File: config.mk
export PLATFORM = sky130hd
export DESIGN_NAME = rbf_div
export DESIGN_NICKNAME = d
export VERILOG_FILES = /design/src/sv/rbf_div.sv
export SDC_FILE = /design/constraint.sdc
export NUM_CORES = 2
export LEC_CHECK = 0
export BUFFER_PORTS_ARGS = -buffer_cell sky130_fd_sc_hd__buf_4
export CAP_MARGIN = 5
export CORE_UTILIZATION = 30
export DETAILED_ROUTE_END_ITERATION = 16
export PLACE_DENSITY = 0.44
export SLEW_MARGIN = 20
export SYNTH_ARGS = -nofsm -noshare
export SYNTH_HDL_FRONTEND = slang
export SYNTH_SLANG_ARGS = --single-unit
File: constraint.sdc
create_clock -name clk -period 6.7 [get_ports clk]
set_clock_uncertainty 0.1 [all_clocks]
set_input_delay 1.34 -clock clk [delete_from_list [all_inputs] [get_ports clk]]
set_output_delay 1.34 -clock clk [all_outputs]
set_load 0.005 [all_outputs]
File: src/sv/rbf_div.sv
// Pipelined unsigned restoring divider, one quotient bit per stage.
// Standalone; used by ray_box_face_intersect_core.
module rbf_div #(
  parameter int DW = 32,
  parameter int QW = 17
) (
  input  logic          clk,
  input  logic [DW-1:0] rem_in,
  input  logic [QW-1:0] num_in,
  input  logic [DW-1:0] den_in,
  output logic [QW-1:0] quo
);

  logic [DW-1:0] rem_q [QW];
  logic [QW-1:0] num_q [QW+1];
  logic [DW-1:0] den_q [QW];

  always_ff @(posedge clk) begin
    rem_q[0] <= rem_in;
    num_q[0] <= num_in;
    den_q[0] <= den_in;
  end

  for (genvar i = 0; i < QW; i++) begin : g_step
    logic [DW:0] trial;
    logic        ge;
    assign trial = {rem_q[i], num_q[i][QW-1]};
    assign ge    = trial >= {1'b0, den_q[i]};
    always_ff @(posedge clk) begin
      num_q[i+1] <= {num_q[i][QW-2:0], ge};
    end
    if (i < QW - 1) begin : g_carry
      always_ff @(posedge clk) begin
        rem_q[i+1] <= ge ? DW'(trial - {1'b0, den_q[i]}) : trial[DW-1:0];
        den_q[i+1] <= den_q[i];
      end
    end
  end

  assign quo = num_q[QW];

endmodule

# ---- After elaboration in Yosys (flattened, before gate mapping)
# Memory sizes are Yosys's and may differ from the RTL's.
# Index checks and enable logic that the tools add are counted.
dict set report word_totals {
  output_inout_bits 17
  elab_cells 52
  register_bits 0
  mem_count 3
  ramBits 1394
}
dict set report op_classes {
  mux 16
  addsub 16
  magnitude_cmp 17
}
# memory words word_bits read_ports rd_clocked_by_memory_dff write_ports line_no
set mem_list {}
lappend mem_list {den_q 17 32 17 0 17 16} ;# logic [DW-1:0] den_q [QW];
lappend mem_list {rem_q 17 32 17 0 17 14} ;# logic [DW-1:0] rem_q [QW];
lappend mem_list {num_q 18 17 18 0 18 15} ;# logic [QW-1:0] num_q [QW+1];
# cell count
set ops {}
lappend ops {{$ge 33x32->1} 17}
lappend ops {{$mux 32} 16}
lappend ops {{$sub 32x32->32} 16}

# ---- Logic depth before layout (Yosys ltp)
dict set report logic_depth {
  ltp_word 2
  ltp_mapped 15
  mapped_depth_nobuf 13
}

# ---- Worst setup path before layout
# Ideal clock, no wire load.
dict set report synth_path {
  kind {flip-flop to flip-flop}
  start {memory den_q[0][1]}
  end {memory rem_q[1][24] (netlist: rem_q[0][56])}
  path_buffers 1
  setup_time_ns 0.121
  stages_incl_launch_ff 14
  arrival_ns 3.024
  setup_slack_ns 3.455
  path_cell_list {dfxtp_1 > inv_1 > ha_1 > nor2b_1 > o31a_1 > o31ai_1 > a21oi_1 > o31a_1 > a31o_2 > a31oi_4 > a21oi_1 > o32ai_4 > buf_6 > mux2_2}
}
# item line_no
set synth_rtl {}
lappend synth_rtl {{from (decl)} 16}
lappend synth_rtl {{to (decl)} 14}

==> impl_metrics.csv <==
group,metric,value,unit
status,status,"completed",
sta,setup_violations,0,
worst_setup_path,crit_fanout,38,
global_route,grt_usage,15.9,%
worst_setup_path,startpoint_type,"flip-flop",
global_route,grt_start_max_net_pins,62,
synth,syn-cell-area,63000,µm²
placement,dp.cells,9396,
sta,relSlewSlack,29.0,%
global_route,overflow,0,
floorplanning,die_h,460,µm
detailed_routing,viasPerCell,4.73,
pwr,powerDensity,559,nW/µm²
global_route,grt_pass1_vias,45600,
pwr,leakagePower,32.9,nW
detailed_routing,drcViolationCount,0,
cts,cts_root_buf,"clkbuf_16",
cts,worst_skew_pair.late_latency,820,ps
global_route,grtUsageMet2,26.2,%
detailed_routing,vias,45900,
synth,synth_warnings,0,
cts,cts_sinks,1394,
global_route,grt_pass1_wl,264000,µm
detailed_routing,drtPass1Iterations,6,
floorplanning,die_w,460,µm
hold_path,worstHoldPathType,"reg -> reg",
sta,worst_slack,2110,ps
floorplanning,pin_count,99,
sta,setup_tns,0,ps
worst_setup_path,worst_ep_arrival_time,5180,ps
layout,final_cells,9699,
synth,ys_async_sr_fraction,0,%
cts,cts_setup_buffers,0,
layout,drive_gt1_share,8.86,%
worst_setup_path,max_stage_delay,730,ps
layout,layout_common_cells,"1,394 x dfxtp_1, 673 x inv_1, 550 x a21oi_1",
sta,final.min_clock_period,4590,ps
detailed_routing,drt-initial-drc-count,2718,
detailed_routing,routed_wl,169000,µm
layout,area_growth,14.7,%
worst_setup_path,critPathCaptureType,"flip-flop",
global_route,antenna_found_initial,5,
cts,cts-hold-fix-buffers,0,
global_route,groute.layer.met1.usage,20.8,%
cts,cts_htree_levels,4,
synth,syn-num-nets,7323,
worst_setup_path,path_cells,"inv_1, ha_1, a21o_1, o21ai_0, a211oi_1, o311ai_1, a31oi_1, o21ai_1, a211o_1, o21bai_4, buf_4, mux2_2",
sta,grt_setup_unrepaired,"false",
sta,final_hold_viol_count,0,
sta,fin_hold_ws,204,ps
floorplanning,dieArea,212000,µm²
placement,pre_cts_ws,2250,ps
worst_setup_path,cp_slowest_cell,"o21bai_4",
synth,synth_flop_cell,"dfxtp_1",
cts,postCtsResizedCells,0,
worst_setup_path,cp.required,7290,ps
worst_setup_path,crit_type,"reg -> reg",
cts,cts.path.max_buffers,3,
global_route,grt_use_met3,2.38,%
sta,timing.final.crit_share,68.5,%
cts,cts_tree,"built",
layout,final_common_cell,"dfxtp_1",
synth,synthCells,6681,
pwr,ir_worst_vdd,0.000338,V
layout,utilization,34.8,%
job,maxCapViolations,0,
detailed_routing,ant_nets,0,
floorplanning,num_rows,167,
layout,nets,7417,
floorplanning,coreArea,208000,µm²
sta,max_freq,0.218,GHz
floorplanning,start_util,30.3,%
placement,dp_hpwl,133000,µm
placement,globalplace.congestion,0.878,
sta,tightestPinTransition,1070,ps
synth,synth-seq-area-share,44.3,%
placement,port_buffers,98,
sta,drv_slew,0,
synth,synth.distinct_cells,100,
synth,yosys_register_bits,1394,
detailed_routing,wl_per_cell,17.4,µm
layout,n_fill_cell,21300,
synth,synth-edff-count,0,
cts,cts_made_buffers,165,
synth,syn_area_per_cell,9.44,µm²
global_route,grt_busiest_layer,"met2",
cts,path_clk_slew,60,ps
==> per-layer routing <==
metal,vias up,wire length (µm)
met4,0,5570
met1,21300,80300
met5,-,0
met2,859,76800
li1,23400,-
met3,276,6140
==> path summary, 6_finish.rpt <==
path                           endpoint  slack (ps)  depth (start not counted)                  from
setup / recovery  rem_q[0][422]$_DFF_P_        2110                         12  den_q[12][6]$_DFF_P_
hold / removal      num_q[9][9]$_DFF_P_         200                          0   num_q[8][8]$_DFF_P_
setup reg to reg  rem_q[0][422]$_DFF_P_        2110                         12  den_q[12][6]$_DFF_P_
hold reg to reg     num_q[9][9]$_DFF_P_         200                          0   num_q[8][8]$_DFF_P_
==> Yosys cell counts (12+ instances only) <==
master | number | area [µm²]
o21ai_1 | 19 | 95.1
a21oi_1 | 550 | 2750
a21o_1 | 289 | 2170
mux2_2 | 119 | 1340
and4_1 | 12 | 105
xnor2_1 | 242 | 2120
nor2b_1 | 75 | 469
clkbuf_1 | 148 | 556
nor2_1 | 355 | 1330
buf_6 | 13 | 146
a21boi_0 | 16 | 120
o31ai_1 | 25 | 188
o21a_1 | 67 | 503
a311oi_1 | 13 | 114
fa_1 | 16 | 320
o31a_1 | 29 | 254
o21bai_1 | 51 | 383
mux2_1 | 77 | 867
a31oi_1 | 72 | 450
mux2i_1 | 19 | 190
and2_1 | 22 | 138
nand3_1 | 109 | 546
o21ai_0 | 423 | 2120
nand2_1 | 439 | 1650
a211o_1 | 19 | 166
and3_1 | 42 | 263
a211oi_1 | 41 | 308
nand2b_1 | 72 | 450
mux2_4 | 29 | 435
xor2_1 | 180 | 1580
inv_1 | 674 | 2530
nor4_1 | 23 | 144
dfxtp_1 | 1394 | 27900
a41oi_1 | 17 | 149
a31o_2 | 14 | 123
o211ai_1 | 37 | 278
nand4_1 | 98 | 613
buf_2 | 24 | 120
nor3_1 | 80 | 400
ha_1 | 544 | 6810
or3_1 | 15 | 93.8
==> area by class of cell <==
| cell class | instances | area [µm²] | share of cell area, % |
|---|---|---|---|
| timing repair buffer | 120 | 901 | 1.25 |
| sequential | 1394 | 27900 | 38.6 |
| antenna | 2 | 5.00 | 0.00692 |
| clock inverter | 77 | 947 | 1.31 |
| tap | 2788 | 3490 | 4.82 |
| clock buffer | 224 | 4730 | 6.54 |
| inverter | 675 | 2540 | 3.51 |
| multi-input combinational | 4419 | 31800 | 44.0 |
==> logic make-up after synthesis <==
logic type	Yosys count	synth area share, %
muxes	244	4.49
xor gates and xnor gates	422	5.86
AOI/OAI and AO/OA	1803	18.2
adders and majority gates	560	11.3
buffers and inverters	868	5.39
DFF	1394	44.3
and+or+nand+nor	1390	10.4
==> flip-flops by register name (all words and copies together) (netlist names) <==
| name | cells |
|---|---|
| rem_q | 544 |
| den_q | 544 |
| num_q | 306 |
==> power breakdown <==
part	total [mW]	leakage (nW)	internal, mW	switching, mW
registers	12.2	11.8	10.8	1.47
logic	19.0	18.4	8.19	10.8
clock network	9.20	2.80	5.52	3.68
==> critical path: cells and delay by family (launching register included) <==
family,cells,cell delay [ps]
compound gates,8,2850
fa+ha+maj,1,370
buf+inv,2,420
flops,1,330
mux,1,360
==> stage by stage <==
stage / power, mW / cell area [µm²]
2_1_floorplan: 26.3 / 63000
3_3_place_gp: 31.3 / 66600
3_5_place_dp: 31.3 / 66600
4_1_cts: 40.8 / 72300
5_1_grt: 43.6 / 72300
6_report: 40.4 / 72300
Power figures use the tool's default switching activity.
